[src/rtl/rtpx_pkg.sv]
// Shared types and constants for the RTP timestamp extender.
// No dependencies; imported by every module of the block.
package rtpx_pkg;

   localparam int unsigned WORD_W    = 32;
   localparam int unsigned EXT_W     = 2 * WORD_W;
   localparam int unsigned CSR_ADDR_W = 3;
   localparam int unsigned CSR_DATA_W = 32;

   // Register indexes (byte address / 4)
   localparam logic REG_STEP_WINDOW = 1'b0;

   localparam logic [WORD_W-1:0] STEP_WINDOW_RESET = 32'h1000_0000;

   typedef struct packed {
      logic [EXT_W-1:0] extended_time;
      logic [EXT_W-1:0] elapsed;
      logic             was_reset;
   } rtpx_result_type;

endpackage

[src/rtl/rtpx_csr.sv]
// Configuration register file of the RTP timestamp extender (APB-style).
// Depends on rtpx_pkg.
module rtpx_csr import rtpx_pkg::*; (
   input  logic                  clock,
   input  logic                  reset,
   input  logic                  psel,
   input  logic                  penable,
   input  logic                  pwrite,
   input  logic [CSR_ADDR_W-1:0] paddr,
   input  logic [CSR_DATA_W-1:0] pwdata,
   output logic [CSR_DATA_W-1:0] prdata,
   output logic                  pready,
   output logic [WORD_W-1:0]     step_window
);

   logic              reg_index;
   logic              wr_en;
   logic [WORD_W-1:0] window_ff;
   logic [WORD_W-1:0] window_in;

   assign reg_index = paddr[CSR_ADDR_W-1];
   assign pready    = 1'b1;
   assign wr_en     = psel && penable && pwrite && pready;

   always_comb begin
      window_in = window_ff;
      unique case (reg_index)
         REG_STEP_WINDOW: if (wr_en) window_in = pwdata[WORD_W-1:0];
         default:         window_in = window_ff;
      endcase
   end

   always_ff @(posedge clock) begin
      if (reset) begin
         window_ff <= STEP_WINDOW_RESET;
      end else begin
         window_ff <= window_in;
      end
   end

   always_comb begin
      unique case (reg_index)
         REG_STEP_WINDOW: prdata = window_ff;
         default:         prdata = '0;
      endcase
   end

   assign step_window = window_ff;

endmodule

[src/rtl/rtpx_core.sv]
// Classification and extender state for the RTP timestamp extender.
// Depends on rtpx_pkg; updates state on each advanced request.
module rtpx_core import rtpx_pkg::*; (
   input  logic              clock,
   input  logic              reset,
   input  logic              advance,
   input  logic [WORD_W-1:0] timestamp,
   input  logic              new_stream,
   input  logic [WORD_W-1:0] step_window,
   output rtpx_result_type   result
);

   logic [WORD_W-1:0] last_ff, last_in;
   logic [WORD_W-1:0] wrap_ff, wrap_in;
   logic [EXT_W-1:0]  base_ff, base_in;
   logic              started_ff, started_in;

   logic              same, ahead, fwd_ok, back_ok;
   logic [WORD_W-1:0] fwd, back;
   logic [WORD_W-1:0] cand_hi;
   logic [EXT_W-1:0]  cand_ext;
   logic              cand_fwd;   // forward step: no base check needed
   logic              force_rst;  // reset regardless of base
   logic              below_base;
   logic              do_rst;

   assign same    = (timestamp == last_ff);
   assign ahead   = (timestamp > last_ff);
   assign fwd     = timestamp - last_ff;
   assign back    = last_ff - timestamp;
   assign fwd_ok  = (fwd < step_window);
   assign back_ok = (back < step_window);

   always_comb begin
      cand_hi   = wrap_ff;
      cand_fwd  = 1'b1;
      force_rst = 1'b0;
      if (!started_ff || new_stream) begin
         force_rst = 1'b1;
      end else if (same) begin
         cand_hi = wrap_ff;
      end else if (fwd_ok) begin
         // forward step; crossing zero counts a wrap
         cand_hi = ahead ? wrap_ff : wrap_ff + WORD_W'(1);
      end else if (back_ok) begin
         cand_fwd = 1'b0;
         if (ahead) begin
            // backward across a wrap needs an earlier wrap period
            if (wrap_ff == '0) force_rst = 1'b1;
            cand_hi = wrap_ff - WORD_W'(1);
         end else begin
            cand_hi = wrap_ff;
         end
      end else begin
         force_rst = 1'b1;
      end
   end

   assign cand_ext   = {cand_hi, timestamp};
   assign below_base = (cand_ext < base_ff);
   assign do_rst     = force_rst || (!cand_fwd && below_base);

   always_comb begin
      last_in    = last_ff;
      wrap_in    = wrap_ff;
      base_in    = base_ff;
      started_in = started_ff;
      if (advance) begin
         if (do_rst) begin
            last_in    = timestamp;
            wrap_in    = '0;
            base_in    = {{WORD_W{1'b0}}, timestamp};
            started_in = 1'b1;
         end else if (cand_fwd) begin
            last_in = timestamp;
            wrap_in = cand_hi;
         end
      end
   end

   always_ff @(posedge clock) begin
      if (reset) begin
         last_ff    <= '0;
         wrap_ff    <= '0;
         base_ff    <= '0;
         started_ff <= 1'b0;
      end else begin
         last_ff    <= last_in;
         wrap_ff    <= wrap_in;
         base_ff    <= base_in;
         started_ff <= started_in;
      end
   end

   always_comb begin
      if (do_rst) begin
         result.extended_time = {{WORD_W{1'b0}}, timestamp};
         result.elapsed       = '0;
         result.was_reset     = 1'b1;
      end else begin
         result.extended_time = cand_ext;
         result.elapsed       = cand_ext - base_ff;
         result.was_reset     = 1'b0;
      end
   end

endmodule

[src/rtl/rtp_timestamp_extender.sv]
// Top level of the RTP timestamp extender: request register, core, response register.
// Depends on rtpx_pkg, rtpx_csr and rtpx_core.
//
// Extends 32-bit RTP timestamps to 64 bits. Each request carries one stamp and
// a new_stream flag and yields exactly one response: the extended time (wrap
// count in the upper word, stamp in the lower word), the distance from the
// stream base, and was_reset. A request moves from the request register into the response
// register as soon as that register is free or drains, so a response stall can hold it
// there; with rsp_ready held high one request is accepted every cycle: the extender
// state (last stamp, wrap count, base) is read and rewritten between the request
// register and the response register, in the same cycle as the response is loaded,
// so each request sees the state its predecessor left. While the response side
// stalls the block holds two requests, one in each register, and then drops
// req_ready. Write step_window (byte address 0) only while no request is in
// flight; it resets to 0x10000000.
module rtp_timestamp_extender import rtpx_pkg::*; (
   input  logic                  clock,
   input  logic                  reset,
   // request channel
   input  logic                  req_valid,
   output logic                  req_ready,
   input  logic [WORD_W-1:0]     req_timestamp,
   input  logic                  req_new_stream,
   // response channel
   output logic                  rsp_valid,
   input  logic                  rsp_ready,
   output logic [EXT_W-1:0]      rsp_extended_time,
   output logic [EXT_W-1:0]      rsp_elapsed,
   output logic                  rsp_was_reset,
   // configuration port
   input  logic                  psel,
   input  logic                  penable,
   input  logic                  pwrite,
   input  logic [CSR_ADDR_W-1:0] paddr,
   input  logic [CSR_DATA_W-1:0] pwdata,
   output logic [CSR_DATA_W-1:0] prdata,
   output logic                  pready
);

   logic [WORD_W-1:0] step_window;

   // request register
   logic              req_vld_ff, req_vld_in;
   logic [WORD_W-1:0] ts_ff, ts_in;
   logic              ns_ff, ns_in;

   // response register
   logic              rsp_vld_ff, rsp_vld_in;
   rtpx_result_type   rsp_ff, rsp_in;

   rtpx_result_type   core_result;
   logic              advance;
   logic              req_take;

   rtpx_csr u_csr (
      .clock       (clock),
      .reset       (reset),
      .psel        (psel),
      .penable     (penable),
      .pwrite      (pwrite),
      .paddr       (paddr),
      .pwdata      (pwdata),
      .prdata      (prdata),
      .pready      (pready),
      .step_window (step_window)
   );

   // Advance the held request whenever the response register is free or drains.
   assign advance   = req_vld_ff && (!rsp_vld_ff || rsp_ready);
   assign req_ready = !req_vld_ff || advance;
   assign req_take  = req_valid && req_ready;

   rtpx_core u_core (
      .clock       (clock),
      .reset       (reset),
      .advance     (advance),
      .timestamp   (ts_ff),
      .new_stream  (ns_ff),
      .step_window (step_window),
      .result      (core_result)
   );

   always_comb begin
      req_vld_in = req_vld_ff;
      ts_in      = ts_ff;
      ns_in      = ns_ff;
      if (req_take) begin
         // capture the new request
         req_vld_in = 1'b1;
         ts_in      = req_timestamp;
         ns_in      = req_new_stream;
      end else if (advance) begin
         req_vld_in = 1'b0;
      end
   end

   always_comb begin
      rsp_vld_in = rsp_vld_ff;
      rsp_in     = rsp_ff;
      if (advance) begin
         // load the finished result
         rsp_vld_in = 1'b1;
         rsp_in     = core_result;
      end else if (rsp_ready) begin
         // drop the delivered response
         rsp_vld_in = 1'b0;
      end
   end

   always_ff @(posedge clock) begin
      if (reset) begin
         req_vld_ff <= 1'b0;
         rsp_vld_ff <= 1'b0;
      end else begin
         req_vld_ff <= req_vld_in;
         rsp_vld_ff <= rsp_vld_in;
      end
   end

   // payload: hold without reset
   always_ff @(posedge clock) begin
      ts_ff  <= ts_in;
      ns_ff  <= ns_in;
      rsp_ff <= rsp_in;
   end

   assign rsp_valid         = rsp_vld_ff;
   assign rsp_extended_time = rsp_ff.extended_time;
   assign rsp_elapsed       = rsp_ff.elapsed;
   assign rsp_was_reset     = rsp_ff.was_reset;

endmodule

[config.mk]
export PLATFORM = sky130hd
export DESIGN_NAME = rtp_timestamp_extender
export DESIGN_NICKNAME = d
export VERILOG_FILES = /design/src/rtl/rtpx_pkg.sv /design/src/rtl/rtpx_csr.sv /design/src/rtl/rtpx_core.sv /design/src/rtl/rtp_timestamp_extender.sv
export SDC_FILE = /design/constraint.sdc
export NUM_CORES = 1
export LEC_CHECK = 0
export BUFFER_PORTS_ARGS = -buffer_cell sky130_fd_sc_hd__buf_2
export CORE_MARGIN = 3
export CORE_UTILIZATION = 65
export CTS_BUF_LIST = sky130_fd_sc_hd__clkbuf_4
export CTS_CLUSTER_DIAMETER = 50
export DETAILED_ROUTE_END_ITERATION = 12
export GPL_ROUTABILITY_DRIVEN = 1
export PLACE_DENSITY = 0.87
export SYNTH_ARGS = -nofsm -noshare
export SYNTH_HDL_FRONTEND = slang
export SYNTH_SLANG_ARGS = --single-unit
[constraint.sdc]
create_clock -name clock -period 16 [get_ports clock]
set_input_delay 3.2 -clock clock [delete_from_list [all_inputs] [get_ports clock]]
set_output_delay 3.2 -clock clock [all_outputs]
set_load 0.1 [all_outputs]
==> summary.md, run 1 <==
| Metric | Value |
|---|---|
| Status | `completed` |
| Core ar. | `slightly below 30000 um2` |
| Worst Hold Class | `reg -> reg` |
| Drt total wl | `between 50000 and 60000 um` |
| Commonest non-fill, non-tap cell in the layout | `buf_2` |
| WP data arrival | `11.75 ns` |
| Net Sw Frac | `between 30% and 40%` |
| Leak | `8.89 nW` |
| DP Worst Slack | `between 5 and 6 ns` |
| Min Tclk post-route | `roughly 11 ns` |
| FF+latch count, synth | `between 200 and 300` |
| Setup TNS | `0 ns` |
| Worst R2R Path Depth | `30` |
| Startpoint Class | `register` |
| Critical path peak fanout | `42` |
| Crit-path max cell delay | `between 0.7 and 0.8 ns` |
| Synthesized area | `slightly below 20000 um2` |
| Worst rel slew slack | `18.6%` |
| Initial antenna violation count | `2` |
| Vias in the first global route | `16163` |
| WHS Endpoint | `u_csr.step_window[9]` |
| WL/cell | `between 15 and 20 um` |
| Delay-heaviest family, CP | `compound AO/OA/AOI/OAI gates` |
| Layout cell share with drive strength beyond 1 | `19.0%` |
| Worst reg2reg endpoint | `u_core.last_ff[0]` |
| Vias per cell | `6.13` |
| Logic pwr share | `between 20% and 30%` |
| Drt drc | `0` |
| # IOs | `around 240` |
| Net count after synthesis | `2395` |
| Setup ws final | `slightly below 5 ns` |
| # hold bufs at CTS | `0` |
| Slew Viols, Final | `0` |
| Post-synth top area share | `about a quarter` |
| R2r setup slk | `4.86 ns` |
| Largest area contributor in the netlist | `edfxtp_1` |
| Reg-to-Reg Start | `ts_ff[1]` |
| Synthesized area per cell | `approximately 9.0 um2` |
| Power share of the clock group | `between 30% and 40%` |
| Clock transition at the registers of the reported paths | `0.06 ns` |
| Post-synthesis sequential area ratio | `approximately two fifths` |
| Crit end category | `register` |
| WS Path Type | `reg -> reg` |
| H-tree Lvls | `3` |
| Fmax | `between 80 and 90 MHz` |
| NetSw | `approximately 0.77 mW` |
| Count of cell types in the netlist | `97` |
| Vias | `approximately 17000` |
| Fin Clk Skew | `~0.053 ns` |
| Die Width | `178 um` |
| Final ANT Viol Nets | `0` |
| Initial core utilization | `around two thirds` |
| Sink Count | `between 200 and 300` |
| HPWL Detailed | `around 40000 um` |
| Required time worst endpoint | `approximately 17 ns` |
| Cell internal pwr | `~1.4 mW` |
| CTS root buf | `clkbuf_4` |
| Final-report hold violation count | `0` |
| Area grow syn2layout | `11.9%` |
| Worst Path Buf+Inv | `2` |
| Largest net degree at the start of global routing | `between 80 and 90` |
| TritonCTS clock tree | `yes` |
| MaxCap Viol Count | `0` |
| Global-route wire length before repair | `~83000 um` |
| Peak supply drop | `~0.09 mV` |
| Min-delay src | `u_csr.step_window[9]` |
| GRT overflow | `0` |
| Clock Latency Late Sink | `~0.73 ns` |
| Rows | `slightly above 60` |
| Hold Path Cell Cnt | `2` |
| RSZ-0062 raised after global routing | `false` |
| Final period util | `69.6%` |
| Most used DFF post-synth | `edfxtp_1` |
| Routability cong. | `0.968` |
| Post-synth EDFFs | `roughly 160` |
| Top post-synthesis cells by area | `edfxtp_1 (25%), dfxtp_1 (14%), ha_1 (10%)` |
| Setup Viol. Count Final | `0` |
| Tot GR Track Use | `between 30% and 40%` |
| Max clock buf depth | `3` |
| First drt pass iteration count | `6` |
| Nets | `2614` |
| Pwr Density | `100 nW/um2` |
| # resized after CTS | `0` |
| Die area | `31800 um2` |
| Setup bufs post-CTS | `0` |
| Reg power frac | `39.1%` |
| YS warnings | `0` |
| Slowest-stage cell, CP | `o41a_4` |
| Synth Instances | `roughly 2200` |
| Die Ht | `~180 um` |
| Slew @ Worst Pin | `1.22 ns` |
| Most frequent cells in the layout | `buf_2 (235), nand2_1 (227), nor2_1 (210)` |
| CTS Buf Count | `77` |
| Iter 0 DRT Violations | `1533` |
| Port buffer count | `around 240` |
| Share of async-settable or async-resettable flops after synthesis | `0%` |
| Fillers | `approximately 2200` |
-- power groups by stage --
stage               combinational, mW  clock (mW)  sequential [mW]
floorplan                       0.380           0            0.961
global placement                0.587           0            0.862
detailed placement              0.603           0            0.864
CTS                             0.608       0.719            0.848
global route                    0.667       0.759            0.850
finish                          0.616       0.707            0.848
-- tightest hold or removal path: cells and delay by family (launching register included) --
| family | cells | cell delay (ns) |
|---|---|---|
| DFF | 1 | 0.31 |
| and+or+nand+nor | 1 | 0.05 |
| AOI/OAI and AO/OA | 1 | 0.05 |
-- worst max-delay path by stage --
stage,start,endpoint,cells past startpoint
4_1_cts,ts_ff[1],u_core.last_ff[10],30
5_1_grt,ts_ff[1],u_core.last_ff[0],30
3_3_place_gp,ts_ff[1],u_core.wrap_ff[26],30
2_1_floorplan,rsp_ready,u_core.wrap_ff[13],8
3_5_place_dp,ts_ff[1],u_core.last_ff[10],30
6_report,ts_ff[1],u_core.last_ff[0],30
-- cells by family after synthesis --
kind of cell	synth area share, %
DFF	38.8
buffers and inverters	6.40
adders and majority gates	10.7
AOI/OAI and AO/OA	17.9
and+or+nand+nor	18.5
other	0.0194
muxes	1.66
xor gates and xnor gates	6.11
-- state kept, by name, summed over array words and instances, names as in the netlist --
register / flops
rsp_elapsed: 64
u_core.base_ff: 32
rsp_was_reset: 1
ns_ff: 1
rsp_valid: 1
u_core.wrap_ff: 32
u_core.started_ff: 1
req_vld_ff: 1
rsp_extended_time: 64
ts_ff: 32
u_core.last_ff: 32
u_csr.step_window: 32
-- routing by layer --
metal / vias up / GRT usage, % / wire length (um) / share of wire, %
li1: 8211 / - / - / -
met1: 8220 / 43.4 / 22600 / 42
met2: 767 / 53.3 / 25200 / 47
met3: 118 / 6.17 / 4270 / 8.0
met4: 2 / 11.8 / 1580 / 2.9
met5: - / 0 / 13 / 0.024
-- layout make-up --
class,count,area [um2],area share (%)
Inverter,180,676,3.13
Clock inverter,16,120,0.556
Multi-Input combinational cell,1573,10600,49.1
Sequential cell,293,7490,34.6
Tap cell,384,480,2.22
Antenna cell,2,5.00,0.0231
Clock buffer,125,938,4.34
Timing Repair Buffer,251,1300,6.00
-- synth_stat cells, types with 16 or more instances --
library cell  number
nand2_1          227
nor2_1           210
inv_1            179
edfxtp_1         162
a21oi_1          161
ha_1             160
dfxtp_1          131
xnor2_1           86
nor3_1            65
o21ai_0           62
clkbuf_1          57
a21o_1            50
nand4_1           48
nand3_1           47
xor2_1            42
a31o_2            36
buf_2             34
mux2i_1           32
nor4_1            27
o21a_1            21
o21bai_1          20
and3_1            18
nor2b_1           16
-- metrics by stage --
stage | hold slack (ns) | cells | utilization (%) | cell area, um2 | total power, mW
finish | 0.456 | 2824 | 74.5 | 21600 | 2.17
global route | 0.477 | 2824 | 74.5 | 21600 | 2.28
CTS | 0.456 | 2822 | 74.5 | 21600 | 2.17
detailed placement | 0.447 | 2681 | 70.9 | 20600 | 1.47
global placement | 0.443 | 2681 | 70.9 | 20600 | 1.45
floorplan | 0.436 | 2157 | - | 19300 | 1.34
(Power assumes the default switching activity.)
==> run 2: changes to the inputs <==
CORE_UTILIZATION = 61   (was 65)
PLACE_DENSITY = 0.82   (was 0.87)
clock period = 10.3 ns   (was 16 ns; I/O delays follow)
==> summary.md, run 2 (same netlist as run 1, synthesis figures left out) <==
| Metric | Value |
|---|---|
| Leak | `8.94 nW (was 8.89 nW)` |
| Worst Path Buf+Inv | `5 (was 2)` |
| Required time worst endpoint | `10.90 ns (was 16.61 ns)` |
| Max clock buf depth | `3 (unchanged)` |
| Clock transition at the registers of the reported paths | `0.06 ns (about the same)` |
| Layout cell share with drive strength beyond 1 | `19.1% (was 19.0%)` |
| # IOs | `239 (unchanged)` |
| Min-delay src | `u_csr.step_window[9] (unchanged)` |
| WP data arrival | `10.10 ns (was 11.75 ns)` |
| Final core utilization | `70.4% (was 74.5%)` |
| Routability cong. | `0.966 (was 0.968)` |
| TritonCTS clock tree | `yes (unchanged)` |
| Delay-heaviest family, CP | `compound AO/OA/AOI/OAI gates (unchanged)` |
| Vias in the first global route | `16642 (was 16163)` |
| Fillers | `2465 (was 2169)` |
| Initial antenna violation count | `1 (was 2)` |
| Startpoint Class | `register (unchanged)` |
| Die area | `33800 um2 (was 31800 um2)` |
| Min Tclk post-route | `9.50 ns (was 11.14 ns)` |
| CTS Buf Count | `77 (unchanged)` |
| Worst reg2reg endpoint | `u_core.base_ff[3] (was u_core.last_ff[0])` |
| Most frequent cells in the layout | `buf_2 (235), nand2_1 (227), nor2_1 (210) (unchanged)` |
| Die Width | `184 um (was 178 um)` |
| Initial core utilization | `62.5% (was 66.6%)` |
| Slew Viols, Final | `0 (unchanged)` |
| Tot GR Track Use | `31.1% (was 32.6%)` |
| Drt total wl | `53900 um (was 53600 um)` |
| WS Path Type | `reg -> reg (unchanged)` |
| Sink Count | `293 (unchanged)` |
| Setup TNS | `0 ns (unchanged)` |
| Nets | `2629 (was 2614)` |
| WHS Endpoint | `u_csr.step_window[9] (unchanged)` |
| RSZ-0062 raised after global routing | `false (unchanged)` |
| Setup ws final | `0.803 ns (was 4.86 ns)` |
| R2r setup slk | `0.80 ns (was 4.86 ns)` |
| Vias per cell | `6.06 (was 6.13)` |
| # hold bufs at CTS | `0 (unchanged)` |
| Slowest-stage cell, CP | `or4_1 (was o41a_4)` |
| Worst rel slew slack | `18.3% (was 18.6%)` |
| Rows | `64 (was 62)` |
| HPWL Detailed | `39800 um (was 39200 um)` |
| Setup Viol. Count Final | `0 (unchanged)` |
| CTS root buf | `clkbuf_4 (unchanged)` |
| Reg-to-Reg Start | `ts_ff[1] (unchanged)` |
| Peak supply drop | `0.116 mV (was 0.0898 mV)` |
| Clock Latency Late Sink | `0.73 ns (about the same)` |
| Setup bufs post-CTS | `0 (unchanged)` |
| # resized after CTS | `0 (unchanged)` |
| Worst R2R Path Depth | `33 (was 30)` |
| Pwr Density | `154 nW/um2 (was 100 nW/um2)` |
| Slew @ Worst Pin | `1.22 ns (about the same)` |
| WHS | `0.451 ns (was 0.456 ns)` |
| Multi-input logic area | `10600 um2 (about the same)` |
| Area grow syn2layout | `12.7% (was 11.9%)` |
| H-tree Lvls | `3 (unchanged)` |
| Register area | `7490 um2 (unchanged)` |
| Crit end category | `register (unchanged)` |
| Fin Clk Skew | `0.0346 ns (was 0.0533 ns)` |
| GRT overflow | `0 (unchanged)` |
| Post-route cell area | `21800 um2 (was 21600 um2)` |
| Drt drc | `0 (unchanged)` |
| Iter 0 DRT Violations | `1358 (was 1533)` |
| Core ar. | `30900 um2 (was 29000 um2)` |
| Port buffer count | `235 (unchanged)` |
| Vias | `17280 (was 17318)` |
| Die Ht | `184 um (was 178 um)` |
| Status | `completed (unchanged)` |
| Crit-path max cell delay | `0.68 ns (was 0.74 ns)` |
| Commonest non-fill, non-tap cell in the layout | `buf_2 (unchanged)` |
| Worst Hold Class | `reg -> reg (unchanged)` |
| Final ANT Viol Nets | `0 (unchanged)` |
| Critical path peak fanout | `30 (was 42)` |
| Global-route wire length before repair | `85100 um (was 83000 um)` |
| Largest net degree at the start of global routing | `93 (was 85)` |
| WL/cell | `18.9 um (was 19.0 um)` |
| Placed cell area | `20700 um2 (was 20600 um2)` |
| Fmax | `105 MHz (was 89.8 MHz)` |
| MaxCap Viol Count | `0 (unchanged)` |
| DP Worst Slack | `0.666 ns (was 5.21 ns)` |
| Final period util | `92.2% (was 69.6%)` |
| Final-report hold violation count | `0 (unchanged)` |
| First drt pass iteration count | `6 (unchanged)` |
| Hold Path Cell Cnt | `2 (unchanged)` |
## run 2: worst min-delay path: cells and delay by family, from the launching register on
family,cells,cell delay (ns)
AOI/OAI and AO/OA,1,0.05
DFF,1,0.30
and+or+nand+nor,1,0.05
## run 2: power breakdown
part	internal [mW]	total [mW]	switching, mW
clock network	0.580	1.07	0.493
logic	0.308	0.971	0.663
registers	1.28	1.32	0.0325
total	2.17	3.36	1.19
## run 2: metrics by stage
| step | power [mW] | cells |
|---|---|---|
| after floorplan | 2.08 | 2157 |
| after global placement | 2.27 | 2708 |
| after detailed placement | 2.29 | 2708 |
| after CTS | 3.37 | 2849 |
| after global routing | 3.53 | 2850 |
| final | 3.36 | 2850 |
## run 2: routing by layer
| metal | up-vias | track usage (%) | share of wire [%] |
|---|---|---|---|
| li1 | 8247 | - | - |
| met1 | 8255 | 41.5 | 43 |
| met2 | 661 | 49.9 | 46 |
| met3 | 117 | 6.59 | 7.6 |
| met4 | 0 | 11.9 | 3.2 |
| met5 | - | 0 | 0 |
## run 2: layout make-up
class                   instances  share of cell area (%)
flip-flops and latches        293                    34.4
diodes                          1                  0.0115
well taps                     396                    2.28
inverters                     180                    3.10
clock inverters                28                   0.862
multi-input cells            1573                    48.9
repair buffers                266                    6.59
clock buffers                 113                    3.90
## run 2: worst max path at each step
stage,from,endpoint,depth (start not counted)
after floorplan,rsp_ready,u_core.wrap_ff[13],8
after global placement,ts_ff[1],u_core.base_ff[3],33
after detailed placement,ts_ff[1],u_core.base_ff[3],33
after CTS,ts_ff[1],u_core.base_ff[14],33
after global routing,ts_ff[1],u_core.base_ff[27],33
final,ts_ff[1],u_core.base_ff[3],33
==> run 3: changes to the inputs <==
CTS_BUF_LIST = sky130_fd_sc_hd__clkbuf_8   (was sky130_fd_sc_hd__clkbuf_4)
==> summary.md, run 3 (same netlist as run 1, synthesis figures left out) <==
| Metric | Value |
|---|---|
| Worst reg2reg endpoint | `u_core.base_ff[3] (unchanged)` |
| Logic pwr share | `29.0% (was 28.9%)` |
| Routability cong. | `0.966 (unchanged)` |
| Vias per cell | `6.10 (was 6.06)` |
| DP Worst Slack | `0.666 ns (unchanged)` |
| GRT overflow | `0 (unchanged)` |
| Commonest non-fill, non-tap cell in the layout | `buf_2 (unchanged)` |
| Largest net degree at the start of global routing | `93 (unchanged)` |
| CP Capture Point | `u_core.base_ff[3] (unchanged)` |
| Vias | `17081 (was 17280)` |
| CTS root buf | `clkbuf_8 (was clkbuf_4)` |
| # diodes | `0 (was 1)` |
| TritonCTS clock tree | `yes (unchanged)` |
| Slew Viols, Final | `0 (unchanged)` |
| MaxCap Viol Count | `0 (unchanged)` |
| Rows | `64 (unchanged)` |
| Initial antenna violation count | `0 (was 1)` |
| Initial core utilization | `62.5% (unchanged)` |
| Die Ht | `184 um (unchanged)` |
| Net Sw Frac | `35.4% (about the same)` |
| Reg-to-Reg Start | `ts_ff[1] (unchanged)` |
| NetSw | `1.19 mW (about the same)` |
| Most frequent cells in the layout | `buf_2 (235), nand2_1 (227), nor2_1 (210) (unchanged)` |
| WP data arrival | `9.97 ns (was 10.10 ns)` |
| Die area | `33800 um2 (unchanged)` |
| H-tree Lvls | `2 (was 3)` |
| R2r setup slk | `0.80 ns (about the same)` |
| Worst R2R Path Depth | `33 (unchanged)` |
| Placed cell area | `20700 um2 (unchanged)` |
| Clock transition at the registers of the reported paths | `0.06 ns (about the same)` |
| Final-report hold violation count | `0 (unchanged)` |
| Layout cell share with drive strength beyond 1 | `17.4% (was 19.1%)` |
| Tot GR Track Use | `30.9% (was 31.1%)` |
| Drt drc | `0 (unchanged)` |
| Worst Path Buf+Inv | `5 (unchanged)` |
| Global-route wire length before repair | `84700 um (was 85100 um)` |
| Final ANT Viol Nets | `0 (unchanged)` |
| Crit. Startpoint | `ts_ff[1] (unchanged)` |
| Fillers | `2445 (was 2465)` |
| Area grow syn2layout | `12.6% (was 12.7%)` |
| Crit end category | `register (unchanged)` |
| Status | `completed (unchanged)` |
| Port buffer count | `235 (unchanged)` |
| WS Path Type | `reg -> reg (unchanged)` |
| WL/cell | `19.2 um (was 18.9 um)` |
| RSZ-0062 raised after global routing | `false (unchanged)` |
| Reg power frac | `39.3% (was 39.2%)` |
| Cell internal pwr | `2.17 mW (about the same)` |
| Required time worst endpoint | `10.77 ns (was 10.90 ns)` |
| Clock Latency Late Sink | `0.60 ns (was 0.73 ns)` |
| Slew @ Worst Pin | `1.20 ns (was 1.22 ns)` |
| Vias in the first global route | `16459 (was 16642)` |
| Core ar. | `30900 um2 (unchanged)` |
| Min Tclk post-route | `9.50 ns (about the same)` |
| Critical path peak fanout | `30 (unchanged)` |
| Startpoint Class | `register (unchanged)` |
| Power share of the clock group | `31.8% (was 31.9%)` |
| Iter 0 DRT Violations | `1377 (was 1358)` |
| Fmax | `105 MHz (about the same)` |
| Setup TNS | `0 ns (unchanged)` |
| Slowest-stage cell, CP | `or4_1 (unchanged)` |
| Sink Count | `293 (unchanged)` |
| Post-route cell area | `21800 um2 (about the same)` |
| Max clock buf depth | `3 (unchanged)` |
| Nets | `2602 (was 2629)` |
| # IOs | `239 (unchanged)` |
| Worst rel slew slack | `20.0% (was 18.3%)` |
| Worst Hold Class | `reg -> reg (unchanged)` |
| Crit. path cell count | `33 (unchanged)` |
| Delay-heaviest family, CP | `compound AO/OA/AOI/OAI gates (unchanged)` |
| Setup Viol. Count Final | `0 (unchanged)` |
| Drt total wl | `53800 um (was 53900 um)` |
| Pwr Density | `154 nW/um2 (about the same)` |
| Setup ws final | `0.801 ns (was 0.803 ns)` |
| Peak supply drop | `0.138 mV (was 0.116 mV)` |
| HPWL Detailed | `39800 um (unchanged)` |
| Final period util | `92.2% (about the same)` |
| CTS Buf Count | `50 (was 77)` |
| Die Width | `184 um (unchanged)` |
| Fin Clk Skew | `0.0303 ns (was 0.0346 ns)` |
| First drt pass iteration count | `5 (was 6)` |
| Leak | `8.91 nW (was 8.94 nW)` |
| Crit-path max cell delay | `0.68 ns (about the same)` |
==> run 3: cell types whose count changed in the layout (fill, tap and decap cells not counted), moves of 2 or more <==
cell / previous run / this run
clkbuf_4: 113 / 0
clkbuf_8: 0 / 59
inv_1: 178 / 194
clkinv_1: 20 / 5
clkinv_2: 3 / 7
clkinv_4: 0 / 2
clkinvlp_4: 0 / 2
inv_2: 4 / 2
==> run 3: worst min-delay path, cell delays in order, from the launching register on <==
cell and delay [ns]:
dfxtp_1 0.30, nand2_1 0.05, a21oi_1 0.05
==> run 3: worst min path at each step <==
stage,depth (start not counted),end,startpoint,slack [ns]
2_1_floorplan,2,u_csr.step_window[10],u_csr.step_window[10],0.44
3_5_place_dp,2,u_csr.step_window[4],u_csr.step_window[4],0.45
3_3_place_gp,2,u_csr.step_window[25],u_csr.step_window[25],0.44
4_1_cts,2,u_csr.step_window[30],u_csr.step_window[30],0.46
5_1_grt,2,u_csr.step_window[23],u_csr.step_window[23],0.47
6_report,2,u_csr.step_window[30],u_csr.step_window[30],0.45
==> run 3: routing by layer <==
metal / share of wire [%] / vias up / global-route usage (%)
li1: - / 8129 / -
met2: 46 / 668 / 50.0
met1: 43 / 8188 / 41.7
met4: 2.8 / 0 / 10.1
met5: 0 / - / 0
met3: 7.8 / 96 / 6.27
==> run 3: cell type report <==
| type | count | area, um2 | area share, % |
|---|---|---|---|
| Clock buffer | 59 | 812 | 3.73 |
| Clock inverter | 35 | 218 | 1.00 |
| Inverter | 180 | 676 | 3.11 |
| Multi-Input combinational cell | 1573 | 10600 | 48.9 |
| Sequential cell | 293 | 7490 | 34.4 |
| Tap cell | 396 | 495 | 2.28 |
| Timing Repair Buffer | 266 | 1430 | 6.59 |
==> run 3: through the flow <==
step,std cells,util [%],hold slack [ns],power (mW)
3_3_place_gp,2708,67.0,0.443,2.27
4_1_cts,2802,70.3,0.456,3.36
3_5_place_dp,2708,67.0,0.447,2.29
6_report,2802,70.4,0.452,3.36
5_1_grt,2802,70.4,0.472,3.51
2_1_floorplan,2157,-,0.436,2.08
==> run 3: power by group through the flow <==
| stage | registers, mW | clock network, mW | logic, mW |
|---|---|---|---|
| floorplan | 1.49 | 0 | 0.590 |
| global placement | 1.34 | 0 | 0.930 |
| detailed placement | 1.34 | 0 | 0.953 |
| CTS | 1.32 | 1.08 | 0.959 |
| global route | 1.32 | 1.13 | 1.06 |
| finish | 1.32 | 1.07 | 0.972 |
==> run 3: timing repair <==
item                       in CTS  in global routing
gates resized for setup         0                  3
setup endpoints to repair       0                164
setup buffers                   0                  0
hold buffers                    0                  0
